===== config.mk =====
export PLATFORM = sky130hd
export DESIGN_NAME = ipts_exp
export DESIGN_NICKNAME = d
export VERILOG_FILES = /design/src/rtl/ipts_pkg.sv /design/src/rtl/ipts_exp.sv
export SDC_FILE = /design/constraint.sdc
export NUM_CORES = 2
export LEC_CHECK = 0
export BUFFER_PORTS_ARGS = -buffer_cell sky130_fd_sc_hd__buf_2
export CORE_AREA = 2 2 405 407
export CTS_BUF_LIST = sky130_fd_sc_hd__clkbuf_8
export CTS_CLUSTER_DIAMETER = 150
export DETAILED_ROUTE_END_ITERATION = 16
export DIE_AREA = 0 0 407 409
export GPL_TIMING_DRIVEN = 0
export PLACE_DENSITY = 0.54
export SKIP_CTS_REPAIR_TIMING = 1
export SLEW_MARGIN = 20
export SYNTH_ARGS = -nofsm -noshare
export SYNTH_HDL_FRONTEND = slang
export SYNTH_SLANG_ARGS = --single-unit

===== constraint.sdc =====
create_clock -name i_clk -period 27 [get_ports i_clk]
set_input_delay 2.7 -clock i_clk [delete_from_list [all_inputs] [get_ports i_clk]]
set_output_delay 2.7 -clock i_clk [all_outputs]
set_load 0.01 [all_outputs]

===== src/rtl/ipts_pkg.sv =====
// Shared constants, types and reset values for the parallel tempering step unit.
package ipts_pkg;

    localparam int LATTICE_SIDE  = 128;
    localparam int REPLICA_COUNT = 5;
    localparam int SITE_COUNT    = LATTICE_SIDE * LATTICE_SIDE;
    localparam int ROW_W         = $clog2(LATTICE_SIDE);
    localparam int IDX_W         = $clog2(REPLICA_COUNT);
    localparam int MEM_DEPTH     = REPLICA_COUNT * SITE_COUNT;
    localparam int ADDR_W        = $clog2(MEM_DEPTH);

    localparam int SLOT_W        = 3;
    localparam int SITE_W        = 14;
    localparam int UNI_W         = 32;
    localparam int REP_OUT_W     = 3;
    localparam int E_OUT_W       = 17;
    localparam int BETA_W        = 20;
    localparam int BETA_REGS     = 5;
    localparam int BIDX_W        = 3;

    // Energy magnitude never exceeds twice the site count.
    localparam int E_W           = $clog2(2 * SITE_COUNT) + 2;
    localparam int A_W           = (BETA_W + 1) + (E_W + 1);
    localparam int PER_ROW       = -LATTICE_SIDE + (((LATTICE_SIDE % 2) == 1) ? 2 : 0);
    localparam int ENERGY_RESET  = 2 * LATTICE_SIDE * PER_ROW;

    localparam int P_W           = 32;
    localparam int CUTOFF_W      = 21;
    localparam int REM_W         = CUTOFF_W + 16;
    localparam int N_W           = 6;
    localparam int ACC_W         = 35;
    localparam int K_W           = 4;
    localparam longint EXP_CUTOFF = 23 * 65536;
    localparam longint LN2_Q32    = 64'd2977044472;
    localparam int EXP_TERMS     = 12;

    localparam logic [BETA_W-1:0] BETA_RESET [BETA_REGS] =
        '{20'd655360, 20'd495235, 20'd285767, 20'd167611, 20'd106160};

    typedef enum logic {
        REQ_FLIP     = 1'b0,
        REQ_EXCHANGE = 1'b1
    } t_req;

    typedef enum logic [3:0] {
        S_CLEAR, S_IDLE, S_DECODE, S_READ, S_FLIPA, S_XMUL,
        S_EVAL, S_EXP, S_COMMIT, S_OUT
    } t_state;

    typedef enum logic [2:0] {
        E_IDLE, E_RED, E_MUL, E_DIV, E_FIN
    } t_exp_state;

endpackage


===== src/rtl/ipts_exp.sv =====
// Multi-cycle fixed point exp(-y) unit: range reduction by ln2, then a twelve-term series.
module ipts_exp import ipts_pkg::*; (
    input  logic           i_clk,
    input  logic           i_rst_n,
    input  logic           i_start,
    input  logic [A_W-1:0] i_y,
    output logic           o_done,
    output logic [P_W-1:0] o_p
);

    t_exp_state         r_state, n_state;
    logic [REM_W-1:0]   r_rem;
    logic [N_W-1:0]     r_n;
    logic [2:0]         r_j;
    logic [31:0]        r_r;
    logic [31:0]        r_term;
    logic [31:0]        r_x;
    logic [31:0]        r_q;
    logic [K_W-1:0]     r_dr;
    logic [1:0]         r_dcnt;
    logic [K_W-1:0]     r_k;
    logic [ACC_W-1:0]   r_acc;
    logic               r_done;
    logic [P_W-1:0]     r_p;

    logic [REM_W-1:0]   w_cmp;
    logic [63:0]        w_prod;
    logic [31:0]        w_x;
    logic [31:0]        w_q;
    logic [K_W-1:0]     w_dr;
    logic [ACC_W-1:0]   w_acc;
    logic [ACC_W-1:0]   w_v;

    assign w_cmp  = REM_W'(LN2_Q32) << r_j;
    assign w_prod = 64'(r_term) * 64'(r_r);

    // Eight restoring division steps per cycle by the small term index.
    always_comb begin
        logic [K_W:0] rem;
        rem  = '0;
        w_x  = r_x;
        w_q  = r_q;
        w_dr = r_dr;
        for (int i = 0; i < 8; i++) begin
            rem  = {w_dr, w_x[31]};
            w_x  = {w_x[30:0], 1'b0};
            if (rem >= {1'b0, r_k}) begin
                rem = rem - {1'b0, r_k};
                w_q = {w_q[30:0], 1'b1};
            end else begin
                w_q = {w_q[30:0], 1'b0};
            end
            w_dr = rem[K_W-1:0];
        end
        w_acc = r_k[0] ? (r_acc - ACC_W'(w_q)) : (r_acc + ACC_W'(w_q));
    end

    assign w_v = r_acc >> r_n;

    always_comb begin
        n_state = r_state;
        case (r_state)
            E_IDLE: begin
                if (i_start) begin
                    n_state = (i_y >= A_W'(EXP_CUTOFF)) ? E_IDLE : E_RED;
                end
            end
            E_RED: begin
                if (r_j == 3'd0) begin
                    n_state = E_MUL;
                end
            end
            E_MUL:   n_state = E_DIV;
            E_DIV: begin
                if (r_dcnt == 2'd3) begin
                    n_state = (r_k == K_W'(EXP_TERMS)) ? E_FIN : E_MUL;
                end
            end
            E_FIN:   n_state = E_IDLE;
            default: n_state = E_IDLE;
        endcase
    end

    always_ff @(posedge i_clk) begin
        if (!i_rst_n) begin
            r_state <= E_IDLE;
            r_done  <= 1'b0;
        end else begin
            r_state <= n_state;
            r_done  <= 1'b0;
            case (r_state)
                E_IDLE: begin
                    if (i_start) begin
                        if (i_y >= A_W'(EXP_CUTOFF)) begin
                            r_p    <= '0;
                            r_done <= 1'b1;
                        end else begin
                            r_rem <= REM_W'(i_y[CUTOFF_W-1:0]) << 16;
                            r_n   <= '0;
                            r_j   <= 3'd5;
                        end
                    end
                end
                E_RED: begin
                    if (r_rem >= w_cmp) begin
                        r_rem <= r_rem - w_cmp;
                        r_n   <= r_n | (N_W'(1) << r_j);
                    end
                    r_j <= r_j - 3'd1;
                    if (r_j == 3'd0) begin
                        // The first term is the remainder itself.
                        if (r_rem >= w_cmp) begin
                            r_r    <= 32'(r_rem - w_cmp);
                            r_term <= 32'(r_rem - w_cmp);
                            r_acc  <= (ACC_W'(1) << 32) - ACC_W'(32'(r_rem - w_cmp));
                        end else begin
                            r_r    <= 32'(r_rem);
                            r_term <= 32'(r_rem);
                            r_acc  <= (ACC_W'(1) << 32) - ACC_W'(32'(r_rem));
                        end
                        r_k <= K_W'(2);
                    end
                end
                E_MUL: begin
                    r_x    <= w_prod[63:32];
                    r_q    <= '0;
                    r_dr   <= '0;
                    r_dcnt <= '0;
                end
                E_DIV: begin
                    r_x    <= w_x;
                    r_q    <= w_q;
                    r_dr   <= w_dr;
                    r_dcnt <= r_dcnt + 2'd1;
                    if (r_dcnt == 2'd3) begin
                        r_acc  <= w_acc;
                        r_term <= w_q;
                        r_k    <= r_k + K_W'(1);
                    end
                end
                E_FIN: begin
                    r_p    <= (w_v[ACC_W-1:P_W] != '0) ? '1 : w_v[P_W-1:0];
                    r_done <= 1'b1;
                end
                default: ;
            endcase
        end
    end

    assign o_done = r_done;
    assign o_p    = r_p;

endmodule


==> flow_summary.html <==
<table>
<tr><th>Metric</th><th>Value</th></tr>
<tr><th colspan="2">Floorplan</th></tr>
<tr><td>I/O pins</td><td>75</td></tr>
<tr><td>Die span in y</td><td>409 um</td></tr>
<tr><td>Area of the die</td><td>166,000 sq um</td></tr>
<tr><td>Starting density of the core</td><td>29.8%</td></tr>
<tr><td>X dimension of the die</td><td>407 um</td></tr>
<tr><td>Core ar.</td><td>162,000 sq um</td></tr>
<tr><td>Placement Rows</td><td>148</td></tr>
<tr><th colspan="2">Routing</th></tr>
<tr><td>DR vias</td><td>38,700</td></tr>
<tr><td>Post-DR wirelength/cell</td><td>23.2 um</td></tr>
<tr><td>Post-detailed-route DRC marker count</td><td>0</td></tr>
<tr><td>Total Wirelength</td><td>178,000 um</td></tr>
<tr><td>Detail Route Antenna Nets</td><td>0</td></tr>
<tr><td>Number of design-rule violations left by the first detailed-router iteration</td><td>3,446</td></tr>
<tr><td>Detailed-router iteration count before antenna repair</td><td>6</td></tr>
<tr><td>Vias per cell</td><td>5.06</td></tr>
<tr><th colspan="2">STA</th></tr>
<tr><td>Final setup violation count</td><td>0</td></tr>
<tr><td>Slew at the pin closest to its max-slew limit</td><td>1.27 ns</td></tr>
<tr><td>Setup tns final</td><td>0 ns</td></tr>
<tr><td>Unrepaired setup endpoints after global routing</td><td>false</td></tr>
<tr><td>Clock tree skew after final layout</td><td>0.0728 ns</td></tr>
<tr><td>Max-slew headroom at the worst pin</td><td>15.5%</td></tr>
<tr><td>Final min period</td><td>22.49 ns</td></tr>
<tr><td>Fin. Hold Viols</td><td>0</td></tr>
<tr><td>Worst hold slack after final layout</td><td>0.568 ns</td></tr>
<tr><td>Number of slew-limit violations in the final report</td><td>0</td></tr>
<tr><td>Highest Clock Rate</td><td>0.0445 GHz</td></tr>
<tr><td>Share of the clock period used by the worst path</td><td>83.3%</td></tr>
<tr><th colspan="2">Layout</th></tr>
<tr><td>Post-layout net count</td><td>6,774</td></tr>
<tr><td>Commonest cells after routing, fill and taps aside</td><td>sky130_fd_sc_hd__inv_1, sky130_fd_sc_hd__nand2_1, sky130_fd_sc_hd__fa_1</td></tr>
<tr><td>Layout Area Growth over Synthesis</td><td>8.96%</td></tr>
<tr><td>Share of post-route cells with drive strength above 1</td><td>4.58%</td></tr>
<tr><td>Layout Cells excl Fill</td><td>7,660</td></tr>
<tr><td>Most common cell after layout, fill and taps aside</td><td>sky130_fd_sc_hd__inv_1</td></tr>
<tr><th colspan="2">Pwr</th></tr>
<tr><td>Register share of total power</td><td>16.7%</td></tr>
<tr><td>Clk pwr share</td><td>12.9%</td></tr>
<tr><td>Int Power</td><td>0.00148 W</td></tr>
<tr><td>Static leakage</td><td>24.7 nW</td></tr>
<tr><td>Switching pwr</td><td>0.00152 W</td></tr>
<tr><td>Comb power frac</td><td>70.5%</td></tr>
<tr><td>Post-layout power</td><td>0.00300 W</td></tr>
<tr><td>Switching share of total power</td><td>50.5%</td></tr>
<tr><td>PD cells</td><td>57.0 nW/um^2</td></tr>
<tr><td>Worst-case vdd ir drop</td><td>0.114 mV</td></tr>
<tr><th colspan="2">Min path</th></tr>
<tr><td>Class of the worst hold path</td><td>reg -&gt; reg</td></tr>
<tr><th colspan="2">GRT</th></tr>
<tr><td>Wire length of the first global-routing pass</td><td>264,000 um</td></tr>
<tr><td>Maximum number of pins on one net before global-route repair</td><td>46</td></tr>
<tr><td>Number of global-route vias before repair</td><td>39,900</td></tr>
<tr><td>Overall track demand over capacity in global routing</td><td>21.5%</td></tr>
<tr><td>Initial antenna violation count</td><td>9</td></tr>
<tr><td>Sum of overflow across all layers after global routing</td><td>0</td></tr>
<tr><th colspan="2">Setup path</th></tr>
<tr><td>Combined buffer and inverter count along the critical path</td><td>13</td></tr>
<tr><td>Type of the worst setup path</td><td>reg -&gt; reg</td></tr>
<tr><td>Worst Path Max Fanout</td><td>15</td></tr>
<tr><td>Worst Setup EP</td><td>r_acc[34]$_SDFFCE_PN0P_</td></tr>
<tr><td>Count of cells along the worst register-to-register path</td><td>87</td></tr>
<tr><td>Worst path arrival time</td><td>22.86 ns</td></tr>
<tr><td>Worst R2R Setup Slack</td><td>4.51 ns</td></tr>
<tr><td>Top cell by count, worst path</td><td>sky130_fd_sc_hd__a21oi_1</td></tr>
<tr><td>Crit path launch type</td><td>flip-flop</td></tr>
<tr><td>Crit path depth</td><td>87</td></tr>
<tr><td>End of the worst register-to-register path</td><td>r_acc[34]$_SDFFCE_PN0P_</td></tr>
<tr><td>Critical path required time</td><td>27.37 ns</td></tr>
<tr><td>Critical path endpoint category</td><td>flip-flop</td></tr>
<tr><td>Cell type group with the largest total delay on the critical path</td><td>compound AO/OA/AOI/OAI gates</td></tr>
<tr><td>CP max stage cell</td><td>sky130_fd_sc_hd__clkbuf_1</td></tr>
<tr><td>Critical path launch point</td><td>r_k[1]$_SDFFCE_PN1P_</td></tr>
<tr><td>R2r startpoint</td><td>r_k[1]$_SDFFCE_PN1P_</td></tr>
<tr><td>Crit-path max cell delay</td><td>0.69 ns</td></tr>
<tr><th colspan="2">Clocking</th></tr>
<tr><td>Clock Root Buffer</td><td>sky130_fd_sc_hd__clkbuf_8</td></tr>
<tr><td>Clock net sink count</td><td>241</td></tr>
<tr><td>Worst-path clk slew</td><td>0.07 ns</td></tr>
<tr><td>Clock latency on the worst-skew pair</td><td>0.68 ns</td></tr>
<tr><td>Count of H-tree levels built during CTS</td><td>2</td></tr>
<tr><td>Clock tree from TritonCTS</td><td>done</td></tr>
<tr><td>Largest buffer count on any clock path</td><td>3</td></tr>
<tr><td>Total CTS buffers</td><td>47</td></tr>
<tr><th colspan="2">Synthesis</th></tr>
<tr><td>Number of synthesis warnings</td><td>0</td></tr>
<tr><td>Number of flops mapped to enable cells by yosys</td><td>237</td></tr>
<tr><td>Syn Area/Cell</td><td>9.11 sq um</td></tr>
<tr><td>Async set-reset flop share out of synthesis</td><td>0%</td></tr>
<tr><td>Netlist area before placement</td><td>48,300 sq um</td></tr>
<tr><td>Number of library cell types mapped by synthesis</td><td>98</td></tr>
<tr><td>Most instantiated flip-flop cell in the synthesis netlist</td><td>sky130_fd_sc_hd__edfxtp_1</td></tr>
<tr><td>Synth Register Bits</td><td>241</td></tr>
<tr><td>Sequential area share after synthesis</td><td>14.9%</td></tr>
<tr><td>Gate count after technology mapping</td><td>5,301</td></tr>
<tr><th colspan="2">Placed design</th></tr>
<tr><td>Input/output buffers</td><td>74</td></tr>
<tr><td>Routability congestion estimate</td><td>0.995</td></tr>
<tr><td>Sum of net half-perimeters after detailed placement</td><td>146,000 um</td></tr>
<tr><td>Inst Count DP</td><td>7,568</td></tr>
<tr><th colspan="2">Run</th></tr>
<tr><td>Total of max-cap violations</td><td>0</td></tr>
<tr><th colspan="2">Status</th></tr>
<tr><td>Status</td><td>finished clean</td></tr>
</table>
[synth_stat cells (45+ instances only)]
cell type                    n  area, sq um
sky130_fd_sc_hd__nor3_1     45          225
sky130_fd_sc_hd__o21ai_0   151          756
sky130_fd_sc_hd__and2_1    283         1770
sky130_fd_sc_hd__a21oi_1   192          961
sky130_fd_sc_hd__clkbuf_1  263          987
sky130_fd_sc_hd__xor2_1     53          464
sky130_fd_sc_hd__nor2_1    273         1020
sky130_fd_sc_hd__fa_1      816        16300
sky130_fd_sc_hd__edfxtp_1  237         7120
sky130_fd_sc_hd__a21o_1     75          563
sky130_fd_sc_hd__xnor2_1   106          928
sky130_fd_sc_hd__nand2_1   902         3390
sky130_fd_sc_hd__inv_1     890         3340
sky130_fd_sc_hd__ha_1      474         5930
[final cells by class]
type / instances / area, sq um
antenna: 6 / 15.0
buffer: 283 / 1090
clock buffer: 49 / 674
clock inverter: 37 / 277
fill: 17000 / 109000
inverter: 892 / 3350
multi-input combinational: 3889 / 36700
sequential: 241 / 7200
tap: 2175 / 2720
timing repair buffer: 88 / 581
[metal layers]
metal / global-route usage, % / wire, um / up-vias
met1: 29.8 / 76500 / 19700
met2: 34.2 / 80800 / 1672
met5: 0 / 0 / -
li1: - / - / 17100
met4: 6.40 / 6100 / 0
met3: 3.62 / 14300 / 309
[worst register-to-register path, delay by kind of cell, from the launching register on]
| kind | cells | cell delay (ns) |
|---|---|---|
| fa+ha+maj | 10 | 3.12 |
| xor+xnor | 2 | 0.33 |
| simple gates | 16 | 2.88 |
| buf+inv | 13 | 4.15 |
| compound gates | 41 | 9.29 |
| flops | 1 | 0.59 |
| mux | 5 | 1.88 |
[cell families after synthesis]
group / Yosys count / share of synthesized area (%)
xor+xnor: 160 / 2.92
fa+ha+maj: 1290 / 46.1
compound gates: 652 / 8.66
mux: 73 / 2.10
simple gates: 1709 / 16.2
buf+inv: 1175 / 9.18
other cells: 1 / 0.00776
flops: 241 / 14.9
[flip-flops by register name, indices dropped and copies added, names as in the netlist]
name / flops
r_dr: 4
o_p: 32
r_n: 6
r_acc: 35
r_dcnt: 2
r_x: 32
o_done: 1
r_r: 29
r_rem: 34
r_k: 4
r_j: 3
r_state: 3
r_q: 24
r_term: 32
[metrics by stage]
step / worst slack [ns] / util, % / area [sq um]
2_1_floorplan: 9.73 / - / 48300
3_3_place_gp: 5.06 / 31.7 / 51400
3_5_place_dp: 4.77 / 31.9 / 51700
4_1_cts: 4.71 / 32.5 / 52600
5_1_grt: 2.99 / 32.5 / 52600
6_report: 4.51 / 32.5 / 52600
[power by group through the flow]
| stage | sequential [W] | combinational [W] | clock, W |
|---|---|---|---|
| final | 0.000500 | 0.00211 | 0.000386 |
| after global routing | 0.000502 | 0.00232 | 0.000409 |
| after CTS | 0.000499 | 0.00209 | 0.000395 |
| after detailed placement | 0.000507 | 0.00207 | 0 |
| after global placement | 0.000509 | 0.00204 | 0 |
| after floorplan | 0.000503 | 0.00142 | 0 |
[worst min path at each step]
| stage | startpoint | endpoint | slack, ns | cells after the start |
|---|---|---|---|---|
| global placement | r_dcnt[0]$_SDFFCE_PN0P_ | r_dcnt[0]$_SDFFCE_PN0P_ | 0.55 | 1 |
| CTS | r_x[11]$_DFFE_PP_ | r_x[19]$_DFFE_PP_ | 0.56 | 2 |
| floorplan | r_x[6]$_SDFFCE_PP0P_ | r_x[14]$_DFFE_PP_ | 0.49 | 2 |
| detailed placement | r_x[11]$_DFFE_PP_ | r_x[19]$_DFFE_PP_ | 0.51 | 2 |
| finish | r_x[11]$_DFFE_PP_ | r_x[19]$_DFFE_PP_ | 0.57 | 2 |
| global route | r_x[11]$_DFFE_PP_ | r_x[19]$_DFFE_PP_ | 0.58 | 2 |
No activity file was read; power rests on OpenSTA's default activity.
